==> src/hw/rtl/unique_page_sorted_collector_macros.svh <==
// Assertion macros for the unique page sorted collector.
// Used by the top level only; expects clk_i and rst_ni in scope.
`ifndef UNIQUE_PAGE_SORTED_COLLECTOR_MACROS_SVH
`define UNIQUE_PAGE_SORTED_COLLECTOR_MACROS_SVH

// same-cycle implication
`define UPSC_ASSERT_IMP(lbl, ante, cons, msg) \
  lbl: assert property (@(posedge clk_i) disable iff (!rst_ni) (ante) |-> (cons)) \
    else $error(msg);

// next-cycle implication
`define UPSC_ASSERT_NXT(lbl, ante, cons, msg) \
  lbl: assert property (@(posedge clk_i) disable iff (!rst_ni) (ante) |=> (cons)) \
    else $error(msg);

`endif

==> src/hw/rtl/upsc_pkg.sv <==
// Shared types and constants for the unique page sorted collector.
// No dependencies.
package upsc_pkg;

  localparam int unsigned CAPACITY = 64;
  localparam int unsigned PAGE_W   = 64;
  localparam int unsigned RANK_W   = 6;
  localparam int unsigned CNT_W    = 7;
  localparam int unsigned SHIFT_W  = 6;
  localparam int unsigned ADDR_W   = 3;
  localparam int unsigned DATA_W   = 32;

  // register index, taken from paddr[2]
  localparam logic REG_TRACE_MODE = 1'b0;
  localparam logic REG_PAGE_SHIFT = 1'b1;

  typedef struct packed {
    logic               trace_mode;
    logic [SHIFT_W-1:0] page_shift;
  } cfg_t;

  typedef struct packed {
    logic insert;  // place page_i into the sorted chain
    logic emit;    // shift the chain one cell toward cell 0
  } cell_ctrl_t;

endpackage

==> src/hw/rtl/upsc_cell.sv <==
// One insertion cell of the sorted page chain.
// Depends on upsc_pkg.
module upsc_cell (
  input  logic                          clk_i,
  input  upsc_pkg::cell_ctrl_t          ctrl_i,
  input  logic [upsc_pkg::PAGE_W-1:0]   page_i,
  input  logic                          valid_i,
  input  logic                          left_lt_i,
  input  logic [upsc_pkg::PAGE_W-1:0]   left_value_i,
  input  logic [upsc_pkg::PAGE_W-1:0]   right_value_i,
  output logic [upsc_pkg::PAGE_W-1:0]   value_o,
  output logic                          lt_o,
  output logic                          eq_o
);

  logic [upsc_pkg::PAGE_W-1:0] value_q, value_d;

  assign lt_o = valid_i && (value_q < page_i);
  assign eq_o = valid_i && (value_q == page_i);

  // cells below the insert point keep, the first at or above takes the page,
  // the rest take their left neighbor; on emit every cell takes its right neighbor
  always_comb begin
    value_d = value_q;
    if (ctrl_i.emit) begin
      value_d = right_value_i;
    end else if (ctrl_i.insert && !lt_o) begin
      value_d = left_lt_i ? page_i : left_value_i;
    end
  end

  always_ff @(posedge clk_i) begin
    value_q <= value_d;
  end

  assign value_o = value_q;

endmodule

==> config.mk <==
export PLATFORM = sky130hd
export DESIGN_NAME = upsc_cell
export DESIGN_NICKNAME = d
export VERILOG_FILES = /design/src/hw/rtl/unique_page_sorted_collector_macros.svh /design/src/hw/rtl/upsc_pkg.sv /design/src/hw/rtl/upsc_cell.sv
export SDC_FILE = /design/constraint.sdc
export NUM_CORES = 1
export LEC_CHECK = 0
export ABC_AREA = 1
export CELL_PAD_IN_SITES_DETAIL_PLACEMENT = 1
export CELL_PAD_IN_SITES_GLOBAL_PLACEMENT = 1
export CORE_MARGIN = 2
export CORE_UTILIZATION = 25
export CTS_CLUSTER_DIAMETER = 150
export CTS_CLUSTER_SIZE = 25
export DETAILED_ROUTE_END_ITERATION = 12
export DONT_BUFFER_PORTS = 1
export PLACE_DENSITY_LB_ADDON = 0.1
export SLEW_MARGIN = 30
export SYNTH_ARGS = -nofsm -noshare
export SYNTH_HDL_FRONTEND = slang
export SYNTH_SLANG_ARGS = --single-unit
==> constraint.sdc <==
create_clock -name clk_i -period 4.7 [get_ports clk_i]
set_clock_uncertainty 0.15 [all_clocks]
set_input_delay 0.235 -clock clk_i [delete_from_list [all_inputs] [get_ports clk_i]]
set_output_delay 0.235 -clock clk_i [all_outputs]
set_load 0.005 [all_outputs]
# Yosys cells after proc, flatten, opt, wreduce, memory -nomap -nowiden
# Index checks and enable logic that the tools add are counted.
# op_classes
addsub,0
mul,0
n_div,0
n_lt_le_gt_ge,1
n_eq_ne,1
shift,0
n_mux,3
n_bitwise,0
reduce_logical,5
# ops
cell,count
$mux W64,3
$eq A64 B64 Y1,1
$lt A64 B64 Y1,1
$logic_and A1 B1 Y1,3
$reduce_bool A2 Y1,1
$logic_not A1 Y1,1
# totals
regBits,64
latchBits,0
ram_bits,0
mem_bits_ro,0
in_bits,197
output_inout_bits,66
elab_cells,11
mem_count,0

# Depth between registers and ports, before layout
# Gate-level depths: netlist (run 1).
# depth
depth_word,6
ltp_mapped,17

# Worst setup path after synthesis (run 1)
# OpenSTA, ideal clock, no wires.
# synth_timing
kind,reg2reg
startpoint,register value_q (netlist bit value_o[55])
endpoint,"register value_q (netlist bit value_o[0]), enable pin"
arrival_time_ns,2.776
path_slack_ns,1.350
stages_incl_launch_ff,11
synth_period_minus_slack_ns,3.350
cell_sequence,edfxtp_1 ha_1 nand2_2 nor2_4 nand4_2 nor3_2 and3_1 nand2_1 nand2_1 nand2_1 nand2_1
# synth_via
elab_chain_len,5
# synth_lines
item,line,text
start: declaration,upsc_cell.sv:16,"logic [upsc_pkg::PAGE_W-1:0] value_q, value_d;"
start signal: assignment,upsc_cell.sv:33,value_q <= value_d;
$lt A64 B64 Y1,upsc_cell.sv:18,assign lt_o = valid_i && (value_q < page_i);
$logic_and A1 B1 Y1,upsc_cell.sv:18,
$logic_not A1 Y1,upsc_cell.sv:27,end else if (ctrl_i.insert && !lt_o) begin
$logic_and A1 B1 Y1,upsc_cell.sv:27,
$reduce_bool A2 Y1 (no source line),--,
# No other way between the ends.
# A chain may end at the register's enable or synchronous reset.

# Final worst setup path (run 1)
# layout_timing
startpoint,register value_q (netlist bit value_o[31])
endpoint,"register value_q (netlist bit value_o[19]), enable pin"
# Same word-level chain as after synthesis.

==> results.md, run 1 <==
* Reg2reg end: value_o[19]
* Post-DR vias/cell at 4.64
* Minimum clock period at 2760 ps
* Placed cell count at 868
* Synth Area in Compound Gates at 0.174
* GRT overflow at 0
* Top Ports at 263
* Vias in the first global route at 5,096
* Cells after Synth at 631
* Number of iterations in the first detailed-routing pass at 4
* R2R Path Start: value_o[31]
* Max Clock Freq at 362 MHz
* WL per Instance at 16.6 um
* Gr usage total at 0.163
* Final Max Slew Viols at 0
* Avg Synthesized Cell Area at 7.81 um2
* First-pass GRT wire length at 26,000 um
* Main combinational cell family by area after synthesis: simple AND/OR/NAND/NOR gates
* Clk_lat worst skew at 340 ps
* Initial antenna violation count at 0
* Starting Density at 0.254
* Synth Area in Adders at 0.162
* Worst setup path class: reg2reg
* Layout cell share with drive strength beyond 1 at 0.0293
* Arrival time of the worst setup path at 2580 ps
* Critical path peak fanout at 64
* Most common cell after layout, fill and taps aside: nand2_1
* Worst VDD drop at 143 uV
* Gates resized, CTS repair at 0
* MaxCap Viol Count at 0
* Area grow syn2layout at 44.2%
* Post-route ant nets at 0
* Port buffer count at 0
* Clock-pin slew on the worst setup and hold paths at 50 ps
* Relative slew slack at 0.617
* Vias at 4,874
* Final-report hold violation count at 0
* Number of flip-flops in the largest register at 64
* Crit path required time at 4520 ps
* Synth cell types at 26
* Placer Congestion at 0.776
* Final Cycle Share at 0.587
* CP Launch Type: flop
* Post-synth net total at 892
* Pwr/cell area at 265 nW/um2
* Seq/Total Area, Yosys at 0.390
* Reg2Reg Depth at 11
* Synth warn at 0
* Antenna fix cells at 0
* Tightest Pin Transition at 572 ps
* Non-filler cells, final at 1,050
* Post-synthesis mux area share at 0
* Largest net degree at the start of global routing at 127
* Routed wire length at 17,400 um
* Setup violations, final at 0
* Fillers at 2,331
* Die extent in y at 144 um
* Post-Synth XOR/XNOR Area at 0
* Design Power at 1.88 mW
* Clock buffer depth at 2
* Post-route DRC at 0
* Post-synth EDFFs at 64
* Area of the mapped netlist at 4930 um2
* RSZ-0062 raised after global routing: no
* CTS tree: built
* Most used DFF post-synth: edfxtp_1
* Die W at 144 um
* R2R Setup Slk at 1940 ps
* H-tree depth at 3
* Static Leakage at 3.10 nW
* Setup crit end: value_o[19]
* Initial DRC Count at 107
* Root buffer cell: clkbuf_16
* Async S/R FF share, synth at 0
* CTS buffer count at 9
* HPWL Detailed at 11,900 um
* Status: completed
* Total negative slack at 0 ps
* Full die area at 20,900 um2
* Most frequent cells in the layout: 185 x nand2_1, 167 x dlygate4sd3_1, 93 x o21ai_1
* Row count at 51
* Critical path origin: value_o[31]
* Worst setup EP type: flop
* CORE AREA at 19,400 um2
* Hold WC Path Type: in2reg
* Clock tree sinks at 64
* Final nets at 1,042
* Synth Area in Simple Gates at 0.186
* Yosys reg bits at 64
## cell usage after synthesis (2+ instances only)
| cell type | instances | area, um2 |
|---|---|---|
| nand2_1 | 186 | 698 |
| nor2_1 | 18 | 67.6 |
| nand2_2 | 2 | 12.5 |
| nor3_2 | 2 | 20.0 |
| inv_2 | 2 | 7.51 |
| o21ai_1 | 93 | 465 |
| nand4_1 | 4 | 25.0 |
| buf_2 | 10 | 50.1 |
| ha_1 | 64 | 801 |
| inv_1 | 81 | 304 |
| o21ai_0 | 34 | 170 |
| clkbuf_1 | 17 | 63.8 |
| a21o_1 | 2 | 15.0 |
| nor3_1 | 2 | 10.0 |
| o21a_1 | 3 | 22.5 |
| a21oi_1 | 34 | 170 |
| nand3_1 | 5 | 25.0 |
| edfxtp_1 | 64 | 1920 |
## worst min-delay path by stage
stage                      startpoint          end  slack, ps  depth (start not counted)
floorplan           right_value_i[10]  value_o[10]        280                          2
global placement    right_value_i[12]  value_o[12]        280                          2
detailed placement   right_value_i[7]   value_o[7]        290                          2
CTS                         ctrl_i[0]  value_o[18]          3                          1
global route         right_value_i[3]   value_o[3]          7                          2
finish               right_value_i[3]   value_o[3]         10                          2
## worst max-delay path, stage by stage, from the launching register on
cell      delay, ps
edfxtp_1        440
ha_1            340
nand2_1          70
nor2_1          140
nand2_1         100
nor2_1          220
nand2_1          80
nand2_1         110
nand2_1          60
nand2_1          80
nand2_1         130
nand2_8         450
## where the power goes
group / leakage, nW / switching (mW) / internal [mW]
logic: 2.31 / 0.209 / 0.231
clock network: 0.133 / 0.265 / 0.406
registers: 0.651 / 0.0594 / 0.709
## layer usage
layer | global-route usage | up-vias | part of all wire
met3 | 0.0550 | 27 | 0.081
met2 | 0.298 | 178 | 0.50
li1 | - | 2410 | -
met1 | 0.171 | 2259 | 0.39
met4 | 0.0649 | 0 | 0.025
met5 | 0 | - | 0
## metrics by stage
step	cell area, um2	setup WS, ps	utilization	hold WS, ps
2_1_floorplan	4930	1350	-	276
6_report	7110	1940	0.366	12.5
3_5_place_dp	5150	1590	0.265	289
3_3_place_gp	5150	1620	0.265	279
5_1_grt	7110	1660	0.366	6.54
4_1_cts	7100	1580	0.366	3.41
## kinds of logic after synthesis
group                    Yosys count
adder cells (fa/ha/maj)           64
AND/OR/NAND/NOR                  224
AO/OA/AOI/OAI                    168
flip-flops                        64
buffers and inverters            111
## cell type report
cell class / instances / area (um2) / area share
repair buffers: 167 / 1670 / 0.235
multi-input cells: 456 / 2590 / 0.365
inverters: 83 / 312 / 0.0438
clock inverters: 4 / 46.3 / 0.00651
flip-flops and latches: 64 / 1920 / 0.270
clock buffers: 11 / 233 / 0.0327
well taps: 265 / 332 / 0.0467
## timing repair
item,in CTS,in global routing
endpoints found under the hold margin,62,0
buffers inserted,0,0
endpoints found under the setup margin,0,0
hold buffers,167,0
No activity file was read; power rests on OpenSTA's default activity.
==> inputs of run 2 (changes only) <==
- ABC_AREA: 1 -> 0
- clock period: 4.7 -> 2.6 ns (I/O delays scaled with it)
==> run 2 against run 1 <==
  * The flow now stops in 4_1_cts
  * Synthesized cell count down 18%
  * Area after synthesis down 0.48%
==> results.md, run 2 <==
* CTS hold repair buffers at 174 (+4.2%)
* Synth top cells by count: 85 x nand2_1, 70 x o21ai_0, 68 x inv_1
* Status: did not finish
* Exit stage: 4_1_cts
* Seq/Total Area, Yosys at 0.392 (+0.00189)
* Synth top area share at 0.392 (+0.00189)
* Most used DFF post-synth: edfxtp_1
* Avg Synthesized Cell Area at 9.51 um2 (+22%)
* Yosys reg bits at 64 (unchanged)
* Placer Congestion at 0.770 (-0.76%)
* Port buffer count at 0 (unchanged)
* Top cells by area, synth: edfxtp_1 39%, ha_1 16%, mux2i_1 13%, o21ai_0 7.1%, nand2_1 6.5%
* H-tree depth at 3 (unchanged)
* Clock tree sinks at 64 (unchanged)
* Async S/R FF share, synth at 0 (unchanged)
* Die W at 144 um (-0.24%)
* CTS buffer count at 9 (unchanged)
* Row count at 51 (unchanged)
* Count leader, synth: nand2_1
* Root buffer cell: clkbuf_16
* Dominant cell type by area after synthesis: edfxtp_1
* Area of the mapped netlist at 4910 um2 (-0.48%)
* Top Ports at 263 (unchanged)
* Post-synth EDFFs at 64 (unchanged)
* Clock buffer depth at 2 (unchanged)
* Gates resized, CTS repair at 18 (+18)
* Setup repair bufs after CTS at 5 (+5)
* Log Error: [ERROR RSZ-0060] Max buffer count reached.
* Starting Density at 0.254 (-0.000391)
* Synth warn at 0 (unchanged)
* HPWL Detailed at 11,800 um (-0.61%)
* Placed Area at 5810 um2 (+13%)
* Synth cell types at 34 (+31%)
* Post-synth net total at 777 (-13%)
* Cells after Synth at 516 (-18%)
* Die extent in y at 144 um (-0.24%)
## run 2: cell families after synthesis
kind of cell,Yosys count,share of synthesized area
buf+inv,90,0.0714
simple gates,123,0.116
flops,64,0.392
compound gates,111,0.127
mux,64,0.131
fa+ha+maj,64,0.163
## run 2: through the flow
| stage | worst slack, ps | utilization | hold slack, ps | std cells | setup TNS [ps] |
|---|---|---|---|---|---|
| 2_1_floorplan | -768 | - | 167 | 516 | -49150 |
| 3_3_place_gp | -75.8 | 0.300 | 183 | 843 | -3940 |
| 3_5_place_dp | -221 | 0.300 | 181 | 843 | -12680 |
==> inputs of run 3 (changes only) <==
- CELL_PAD_IN_SITES_DETAIL_PLACEMENT: 1 -> not set
- CELL_PAD_IN_SITES_GLOBAL_PLACEMENT: 1 -> not set
- CORE_UTILIZATION: 25 -> 20
- CTS_CLUSTER_DIAMETER: 150 -> not set
- CTS_CLUSTER_SIZE: 25 -> not set
- PLACE_DENSITY_LB_ADDON: 0.1 -> 0.15
==> run 3 against run 2 <==
  * The run again fails in 4_1_cts
  * Synthesized cell count is the same
  * Area after synthesis is the same
==> results.md, run 3 <==
* Post-synth net total at 777 (unchanged)
* CTS buffer count at 9 (unchanged)
* Exit stage: 4_1_cts
* Post-synthesis mux area share at 0.131 (unchanged)
* Root buffer cell: clkbuf_16
* Synth Area in Adders at 0.163 (unchanged)
* Placer Congestion at 0.771 (+0.12%)
* Setup repair bufs after CTS at 7 (+2)
* Clock tree sinks at 64 (unchanged)
* Seq/Total Area, Yosys at 0.392 (unchanged)
* Post-synth EDFFs at 64 (unchanged)
* Async S/R FF share, synth at 0 (unchanged)
* Log Error: [ERROR RSZ-0060] Max buffer count reached.
* H-tree depth at 3 (unchanged)
* Top cells by area, synth: edfxtp_1 39%, ha_1 16%, mux2i_1 13%, o21ai_0 7.1%, nand2_1 6.5%
* Die W at 161 um (+11%)
* Clock buffer depth at 2 (unchanged)
* Top Ports at 263 (unchanged)
* Row count at 57 (+12%)
* Dominant cell type by area after synthesis: edfxtp_1
* Gates resized, CTS repair at 17 (-1)
* Most used DFF post-synth: edfxtp_1
* Status: did not finish
* CTS hold repair buffers at 186 (+6.9%)
* Area of the mapped netlist at 4910 um2 (unchanged)
* Synth top area share at 0.392 (unchanged)
* Starting Density at 0.203 (-0.0508)
* Synth cell types at 34 (unchanged)
* Die extent in y at 161 um (+11%)
* Port buffer count at 0 (unchanged)
* Synth top cells by count: 85 x nand2_1, 70 x o21ai_0, 68 x inv_1
* Post-Synth XOR/XNOR Area at 0 (unchanged)
* Count leader, synth: nand2_1
* Cells after Synth at 516 (unchanged)
* Avg Synthesized Cell Area at 9.51 um2 (unchanged)
* Synth Area in Simple Gates at 0.116 (unchanged)
* Synth Area in Compound Gates at 0.127 (unchanged)
* HPWL Detailed at 12,000 um (+1.6%)
* Synth warn at 0 (unchanged)
* Yosys reg bits at 64 (unchanged)
* Main combinational cell family by area after synthesis: adder cells
## run 3: cells by family after synthesis
group	count (synthesis)
AOI/OAI and AO/OA	111
adders and majority gates	64
buffers and inverters	90
DFF	64
muxes	64
and+or+nand+nor	123
## run 3: stage by stage
step | setup WS [ps] | utilization | TNS (ps) | cell area [um2] | std cells
3_5_place_dp | -220 | 0.242 | -13500 | 5850 | 896
3_3_place_gp | -139 | 0.242 | -8190 | 5850 | 896
2_1_floorplan | -768 | - | -49150 | 4930 | 516
