==> src/hw/rtl/unique_page_sorted_collector_macros.svh <==
// Assertion macros for the unique page sorted collector.
// Used by the top level only; expects clk_i and rst_ni in scope.
`ifndef UNIQUE_PAGE_SORTED_COLLECTOR_MACROS_SVH
`define UNIQUE_PAGE_SORTED_COLLECTOR_MACROS_SVH

// same-cycle implication
`define UPSC_ASSERT_IMP(lbl, ante, cons, msg) \
  lbl: assert property (@(posedge clk_i) disable iff (!rst_ni) (ante) |-> (cons)) \
    else $error(msg);

// next-cycle implication
`define UPSC_ASSERT_NXT(lbl, ante, cons, msg) \
  lbl: assert property (@(posedge clk_i) disable iff (!rst_ni) (ante) |=> (cons)) \
    else $error(msg);

`endif

==> src/hw/rtl/upsc_pkg.sv <==
// Shared types and constants for the unique page sorted collector.
// No dependencies.
package upsc_pkg;

  localparam int unsigned CAPACITY = 64;
  localparam int unsigned PAGE_W   = 64;
  localparam int unsigned RANK_W   = 6;
  localparam int unsigned CNT_W    = 7;
  localparam int unsigned SHIFT_W  = 6;
  localparam int unsigned ADDR_W   = 3;
  localparam int unsigned DATA_W   = 32;

  // register index, taken from paddr[2]
  localparam logic REG_TRACE_MODE = 1'b0;
  localparam logic REG_PAGE_SHIFT = 1'b1;

  typedef struct packed {
    logic               trace_mode;
    logic [SHIFT_W-1:0] page_shift;
  } cfg_t;

  typedef struct packed {
    logic insert;  // place page_i into the sorted chain
    logic emit;    // shift the chain one cell toward cell 0
  } cell_ctrl_t;

endpackage

==> src/hw/rtl/upsc_cfg.sv <==
// APB-style configuration registers: trace mode and page shift.
// Depends on upsc_pkg.
module upsc_cfg (
  input  logic                          clk_i,
  input  logic                          rst_ni,
  input  logic                          psel,
  input  logic                          penable,
  input  logic                          pwrite,
  input  logic [upsc_pkg::ADDR_W-1:0]   paddr,
  input  logic [upsc_pkg::DATA_W-1:0]   pwdata,
  output logic [upsc_pkg::DATA_W-1:0]   prdata,
  output logic                          pready,
  output upsc_pkg::cfg_t                cfg_o
);

  upsc_pkg::cfg_t cfg_q, cfg_d;
  logic           wr_en;

  assign pready = 1'b1;
  assign wr_en  = psel && penable && pwrite;

  always_comb begin
    cfg_d = cfg_q;
    if (wr_en) begin
      case (paddr[2])
        upsc_pkg::REG_TRACE_MODE: cfg_d.trace_mode = pwdata[0];
        upsc_pkg::REG_PAGE_SHIFT: cfg_d.page_shift = pwdata[upsc_pkg::SHIFT_W-1:0];
        default: cfg_d = cfg_q;
      endcase
    end
  end

  always_comb begin
    case (paddr[2])
      upsc_pkg::REG_TRACE_MODE: prdata = {{(upsc_pkg::DATA_W-1){1'b0}}, cfg_q.trace_mode};
      upsc_pkg::REG_PAGE_SHIFT:
        prdata = {{(upsc_pkg::DATA_W-upsc_pkg::SHIFT_W){1'b0}}, cfg_q.page_shift};
      default: prdata = '0;
    endcase
  end

  always_ff @(posedge clk_i or negedge rst_ni) begin
    if (!rst_ni) begin
      cfg_q.trace_mode <= 1'b0;
      cfg_q.page_shift <= upsc_pkg::SHIFT_W'(6);
    end else begin
      cfg_q <= cfg_d;
    end
  end

  assign cfg_o = cfg_q;

endmodule

==> config.mk <==
export PLATFORM = sky130hd
export DESIGN_NAME = upsc_cfg
export DESIGN_NICKNAME = d
export VERILOG_FILES = /design/src/hw/rtl/unique_page_sorted_collector_macros.svh /design/src/hw/rtl/upsc_pkg.sv /design/src/hw/rtl/upsc_cfg.sv
export SDC_FILE = /design/constraint.sdc
export NUM_CORES = 1
export LEC_CHECK = 0
export ABC_AREA = 1
export BUFFER_PORTS_ARGS = -buffer_cell sky130_fd_sc_hd__buf_2
export CORE_ASPECT_RATIO = 0.7
export CORE_MARGIN = 3
export CORE_UTILIZATION = 30
export DETAILED_ROUTE_END_ITERATION = 10
export GPL_ROUTABILITY_DRIVEN = 1
export PLACE_DENSITY = 0.79
export SETUP_SLACK_MARGIN = 0.02
export SYNTH_ARGS = -nofsm -noshare
export SYNTH_HDL_FRONTEND = slang
export SYNTH_SLANG_ARGS = --single-unit
export TNS_END_PERCENT = 5
==> constraint.sdc <==
create_clock -name clk_i -period 0.8 [get_ports clk_i]
set_input_delay 0.2 -clock clk_i [delete_from_list [all_inputs] [get_ports clk_i]]
set_output_delay 0.2 -clock clk_i [all_outputs]
set_load 0.005 [all_outputs]
==> Word-level counts from Yosys, hierarchy flattened <==
Cells that the tools add are included.
{ "word_totals": {"register_bits": 7, "in_bits": 40, "out_inout_bits": 40, "wordCells": 8} }
{ "classes": {"n_mux": 1, "n_bitwise": 1, "reduce_logical": 4} }
{ "ops": {"columns": ["cell", "count"], "rows": [
  ["$pmux W32 S2", 1],
  ["$reduce_and A2 Y1", 2],
  ["$logic_and A1 B1 Y1", 2],
  ["$not A1 Y1", 1]
]} }

==> Depth between registers and ports, before layout <==
Gate-level depths: netlist of the first run.
{ "depth": {"word_depth": 3, "depth_mapped": 4, "ltp_nobuf": 4} }

==> Worst setup path before layout of the first run <==
Ideal clock, no wire load.
{ "synth_timing": {"path_kind": "register to output", "startpoint": "reg cfg_q (netlist bit cfg_o[1])", "endpoint": "out prdata[1] in the netlist's numbering", "t_arrival_ns": 0.626, "t_required_ns": 0.600, "slack_ns": -0.026, "stages_incl_launch_ff": 3, "n_path_buf": 0, "path_cell_list": "dfstp_2 > nand2_1 > inv_1"} }
{ "synth_via": {"elab_chain_len": 1} }
{ "synth_rtl": {"columns": ["item", "line", "rtl"], "rows": [
  ["from (decl)", "upsc_cfg.sv:16", "upsc_pkg::cfg_t cfg_q, cfg_d;"],
  ["from (signal assigned)", "upsc_cfg.sv:47", "cfg_q <= cfg_d;"],
  ["$pmux W32 S2", "upsc_cfg.sv:34", "case (paddr[2])"],
  ["to (decl)", "upsc_cfg.sv:11", "output logic [upsc_pkg::DATA_W-1:0] prdata,"]
]} }
No other way between the ends. The select of a mux whose other input is x is not followed.

==> Final worst setup path of the first run <==
{ "layout_timing": {"startpoint": "reg cfg_q (netlist bit cfg_o[2])", "endpoint": "out prdata[2] in the netlist's numbering"} }
The elaborated chain is that of the path after synthesis.

==> metrics.md, run 1 <==
| Metric | Value |
|---|---|
| Largest net degree at the start of global routing | `12` |
| RSZ-0062 raised after global routing | `true` |
| Cells after DPL | `122` |
| ANT cells | `0` |
| CTS tree | `done` |
| Initial Utilization | `33.92%` |
| Top routing layer in use | `met4` |
| M1 WL | `336 um` |
| MaxCap Viol Count | `0` |
| Final Hold Fails | `0` |
| CP delay by family, top | `flip-flops` |
| Yosys top cell area share | `36.52%` |
| Post-Synthesis Cells | `77` |
| Pwr Density | `1665 mW/mm^2` |
| DP Worst Slack | `-120.0 ps` |
| Filler instances | `181` |
| Tmin final | `1175 ps` |
| Mapped Area | `575.6 um^2` |
| Final wirelength | `1106 um` |
| Area grow syn2layout | `16.74%` |
| Data arrival, critical path | `970 ps` |
| Max incr delay on CP | `540 ps` |
| Outcome | `finished with violations` |
| Failing checks | `negative setup slack` |
| Post-layout util | `39.60%` |
| Antenna violation net count after detailed routing | `0` |
| Buf/Inv on CP | `2` |
| Final net count | `148` |
| # DRC | `0` |
| First-pass GRT wire length | `1718 um` |
| Antenna violations before repair | `0` |
| Die span in x | `58.35 um` |
| Max reg flops | `7` |
| Vias in the first global route | `381` |
| Layout cell share with drive strength beyond 1 | `34.58%` |
| HPWL Detailed | `972.6 um` |
| Num ports | `80` |
| Cts repair resizes | `0` |
| Chip Height | `42.65 um` |
| Routed vias | `473` |
| Hold_ws | `168.6 ps` |
| Top cells by area, synth | `buf_4 (37%), dfrtp_1 (22%), nand2_1 (14%)` |
| Avg WL per Cell | `8.641 um` |
| Die ar. | `0.002488 mm^2` |
| Critical path class | `reg2out` |
| Num CTS Buffers | `3` |
| Setup ws final | `-374.8 ps` |
| CP max FO | `3` |
| Wire length on met3 | `116 um` |
| Critical-path top delay cell | `dfstp_2` |
| Power, Total | `0.001119 W` |
| WL met2 | `650 um` |
| VDD IR max | `0.0007694 V` |
| Total congestion overflow | `0` |
| Commonest non-fill, non-tap cell in the layout | `conb_1` |
| Sink Count | `7` |
| DRT iter0 DRCs | `9` |
| GRT Overall Usage | `9.639%` |
| Root Driver | `clkbuf_4` |
| Seq/Total Area, Yosys | `30.87%` |
| Slew Limit Fails | `0` |
| Synth Area per Inst | `7.475 um^2` |
| YS warnings | `0` |
| Dominant cell type by area after synthesis | `buf_4` |
| Clock transition at path regs | `50 ps` |
| DR pass1 iterations | `4` |
| Final Setup Violations | `13` |
| CTS H-tree depth | `1` |
| Worst Path Required | `600 ps` |
| Core box area | `0.001697 mm^2` |
| I/O Buffers | `24` |
| Clock Latency Late Sink | `250 ps` |
| Vias per cell | `3.695` |
| Most frequent cells in the layout | `conb_1 (27), buf_2 (24), nand2_1 (22)` |
| Worst setup SP type | `flop` |
| Clk buf depth | `2` |
| Leak | `0.4533 nW` |
| Fmax | `0.8512 GHz` |
| Site Rows | `12` |
| Ratio of final minimum period to clock period | `146.9%` |
| CP Capture Type | `output pin` |
| Clock skew | `0 ps` |
| Synth cell types | `12` |
| Seq cells post-synth | `7` |
| Finished Layout Cells | `128` |
| CP cell instances | `nand2_1 -> inv_1 -> buf_2` |
| Final RePlAce weighted congestion | `0.7106` |
| Worst hold path class | `in2reg` |
-- area by class of cell --
type / instances / area (um^2) / share of cell area (%)
sequential: 7 / 177.7 / 26.44
tap: 21 / 26.28 / 3.911
timing repair buffer: 29 / 160.2 / 23.84
multi-input combinational: 60 / 255.2 / 37.99
clock buffer: 4 / 26.28 / 3.911
inverter: 7 / 26.28 / 3.911
-- synthesized netlist by cell type --
cell type  count
buf_4         28
conb_1         2
dfrtp_1        5
dfstp_2        2
inv_1          6
inv_2          1
nand2_1       22
nand2_2        1
nand3_1        7
nand4_1        1
nand4_2        1
nor2_4         1
-- logic make-up after synthesis --
family                 after synthesis  synth area share, %
flip-flops                           7                30.87
AND/OR/NAND/NOR                     33                26.74
other                                2                1.305
buffers and inverters               35                41.09
-- report_power, final --
part	leakage (nW)	internal [W]	switching, W	total, W
registers	0.0838	0.000436	0.0000485	0.000485
logic	0.354	0.000153	0.000173	0.000326
clock network	0.0150	0.000190	0.000118	0.000308
-- through the flow --
stage / TNS [ps] / area [um^2]
CTS: -3347 / 664.4
floorplan: -41.30 / 669.4
detailed placement: -992.7 / 628.1
global route: -3896 / 671.9
finish: -3141 / 671.9
global placement: -889.4 / 628.1
-- what timing repair did --
item	CTS	global route
hold buffers	1	0
endpoints found under the setup margin	13	13
pin swaps	1	0
hold endpoints to repair	7	0
setup buffers	0	1
-- worst paths after layout --
| path | from | to | slack (ps) | cells past startpoint |
|---|---|---|---|---|
| worst min register to register | cfg_o[1]$_DFFE_PN1P_ | cfg_o[1]$_DFFE_PN1P_ | 470 | 2 |
| min in group asynchronous | rst_ni | cfg_o[0]$_DFFE_PN0P_ | 320 | 2 |
| worst max-delay path | cfg_o[2]$_DFFE_PN1P_ | prdata[2] | -370 | 3 |
| worst max register to register | cfg_o[2]$_DFFE_PN1P_ | cfg_o[2]$_DFFE_PN1P_ | 10 | 3 |
| max in group asynchronous | rst_ni | cfg_o[2]$_DFFE_PN1P_ | 260 | 2 |
| worst min-delay path | pwdata[1] | cfg_o[1]$_DFFE_PN1P_ | 170 | 3 |
-- worst min-delay path, delay by kind of cell --
family / cells / cell delay (ps)
AND/OR/NAND/NOR: 2 / 120
buffers and inverters: 1 / 90
-- layer usage --
metal	GRT usage, %	vias up
li1	-	239
met1	8.440	212
met2	16.93	20
met3	6.462	2
met4	4.167	0
met5	0	-
Power figures use the tool's default switching activity.
==> run 2, diff against run 1 <==
--- a/config.mk
+++ b/config.mk
@@ -10,8 +10,9 @@
 export CORE_ASPECT_RATIO = 0.7
 export CORE_MARGIN = 3
-export CORE_UTILIZATION = 30
+export CORE_UTILIZATION = 31
+export CTS_BUF_LIST = sky130_fd_sc_hd__clkbuf_8
 export DETAILED_ROUTE_END_ITERATION = 10
 export GPL_ROUTABILITY_DRIVEN = 1
-export PLACE_DENSITY = 0.79
+export PLACE_DENSITY = 0.82
 export SETUP_SLACK_MARGIN = 0.02
 export SYNTH_ARGS = -nofsm -noshare
==> constraint.sdc (replaced) <==
create_clock -name clk_i -period 0.8 [get_ports clk_i]
set_input_delay 0.2 -clock clk_i [delete_from_list [all_inputs] [get_ports clk_i]]
set_output_delay 0.2 -clock clk_i [all_outputs]
set_load 0.01 [all_outputs]
==> metrics.md, run 2 (synthesized netlist as in run 1, its figures left out) <==
| Metric | Value |
|---|---|
| Outcome | `finished with violations` |
| Failing checks | `negative setup slack` |
| Num CTS Buffers | `3 (unchanged)` |
| Total congestion overflow | `0 (unchanged)` |
| I/O Buffers | `24 (unchanged)` |
| CP Capture Type | `output pin` |
| Core box area | `0.001667 mm^2 (-1.8%)` |
| Slew Limit Fails | `0 (unchanged)` |
| Die span in x | `57.50 um (-1.5%)` |
| Finished Layout Cells | `127 (-0.78%)` |
| R2R Path Start | `cfg_o[2]$_DFFE_PN1P_` |
| Commonest non-fill, non-tap cell in the layout | `conb_1` |
| Hold depth | `3 (unchanged)` |
| Data arrival, critical path | `970 ps (about the same)` |
| Initial Utilization | `34.53% (+0.61 points)` |
| Sink Count | `7 (unchanged)` |
| CTS tree | `done` |
| Vias per cell | `3.882 (+5.0%)` |
| Max reg flops | `7 (unchanged)` |
| # DRC | `0 (unchanged)` |
| Setup TNS | `-3091 ps (+49.66 ps)` |
| DP Worst Slack | `-175.5 ps (-55.48 ps)` |
| Final wirelength | `1215 um (+9.9%)` |
| ANT cells | `0 (unchanged)` |
| Clock skew | `0 ps (unchanged)` |
| Final Hold Fails | `0 (unchanged)` |
| Layout cell share with drive strength beyond 1 | `36.79% (+2.2 points)` |
| Reg-to-reg slack, setup | `0 ps (about the same)` |
| Num ports | `80 (unchanged)` |
| Cells on worst reg2reg path | `3 (unchanged)` |
| Root Driver | `clkbuf_8` |
| Capture point of the worst reg-to-reg path | `cfg_o[2]$_DFFE_PN1P_` |
| MaxCap Viol Count | `0 (unchanged)` |
| Die ar. | `0.002418 mm^2 (-2.8%)` |
| First-pass GRT wire length | `1745 um (+1.6%)` |
| Most frequent cells in the layout | `conb_1 (27), nand2_1 (21), buf_2 (21)` |
| Critical path class | `reg2out` |
| HPWL Detailed | `978.9 um (+0.65%)` |
| Hold Path End | `cfg_o[2]$_DFFE_PN1P_` |
| Final RePlAce weighted congestion | `0.7169 (+0.89%)` |
| Avg WL per Cell | `9.567 um (+11%)` |
| Vias in the first global route | `415 (+8.9%)` |
| DRT iter0 DRCs | `10 (+1)` |
| GRT Overall Usage | `10.00% (+0.36 points)` |
| Post-layout util | `42.27% (+2.7 points)` |
| Clock Latency Late Sink | `230 ps (-20 ps)` |
| RSZ-0062 raised after global routing | `true` |
| Clk buf depth | `2 (unchanged)` |
| VDD IR max | `0.001190 V (+55%)` |
| Pwr Density | `1981 mW/mm^2 (+19%)` |
| Tmin final | `1168 ps (-6.685 ps)` |
| Routed vias | `493 (+4.2%)` |
| Antenna violations before repair | `0 (unchanged)` |
| DR pass1 iterations | `4 (unchanged)` |
| Hold path start | `pwdata[2]` |
| Final net count | `147 (-0.68%)` |
| Setup ws final | `-368.1 ps (+6.685 ps)` |
| Power, Total | `0.001395 W (+25%)` |
| CTS H-tree depth | `1 (unchanged)` |
| Clock transition at path regs | `40 ps (about the same)` |
| Leak | `0.4599 nW (+1.5%)` |
| Chip Height | `42.05 um (-1.4%)` |
| Antenna violation net count after detailed routing | `0 (unchanged)` |
| Area grow syn2layout | `22.39%` |
| Largest net degree at the start of global routing | `14 (+2)` |
| Worst Path Required | `600 ps (about the same)` |
| Fmax | `0.8561 GHz (+0.57%)` |
| Site Rows | `12 (unchanged)` |
| Worst setup SP type | `flop` |
| CP max FO | `3 (unchanged)` |
| Final Setup Violations | `14 (+1)` |
| Worst hold path class | `in2reg` |
| Cells after DPL | `121 (-0.82%)` |
| Ratio of final minimum period to clock period | `146.0% (-0.84 points)` |
==> run 2: how the worst max path moves through the flow <==
stage | startpoint | end | slack, ps | cells past startpoint
floorplan | cfg_o[1]$_DFFE_PN1P_ | prdata[1] | -70 | 2
global placement | cfg_o[2]$_DFFE_PN1P_ | prdata[2] | -130 | 3
detailed placement | paddr[2] | prdata[0] | -180 | 5
CTS | cfg_o[1]$_DFFE_PN1P_ | prdata[1] | -380 | 3
global route | cfg_o[1]$_DFFE_PN1P_ | prdata[1] | -410 | 3
finish | cfg_o[1]$_DFFE_PN1P_ | prdata[1] | -370 | 3
==> run 2: worst max-delay path: stages, from the launching register on <==
cell and delay [ps]:
dfstp_2 540, nand2_1 60, inv_2 60, buf_6 90
==> run 2: layout make-up <==
cell class / count / area (um^2)
Sequential cell: 7 / 177.7
Timing Repair Buffer: 28 / 171.4
Fill cell: 185 / 962.2
Inverter: 7 / 26.28
Clock buffer: 3 / 41.29
Tap cell: 21 / 26.28
Clock inverter: 1 / 3.754
Multi-Input combinational cell: 60 / 257.7
==> run 2: where the power goes <==
group          switching [W]  internal [W]
Sequential         0.0000508      0.000437
Clock               0.000153      0.000332
Combinational       0.000250      0.000173
==> run 2: metal layers <==
metal / vias up / share of wire (%) / GRT usage, %
met3: 2 / 11 / 6.462
met5: - / 0 / 0
met2: 27 / 56 / 16.89
met1: 228 / 31 / 9.568
met4: 0 / 0.82 / 4.167
li1: 236 / - / -
==> run 2: repair_timing <==
action,4_1_cts,5_1_grt
resized for setup,2,2
hold buffers,1,0
pin swaps,1,0
endpoints found under the hold margin,5,0
endpoints found under the setup margin,13,14
setup buffers,1,0
==> run 2: through the flow <==
step	hold WS [ps]	area [um^2]
final	187.2	704.4
after global routing	206.1	704.4
after CTS	188.1	695.7
after detailed placement	36.28	620.6
after global placement	38.38	620.6
after floorplan	-95.59	669.4
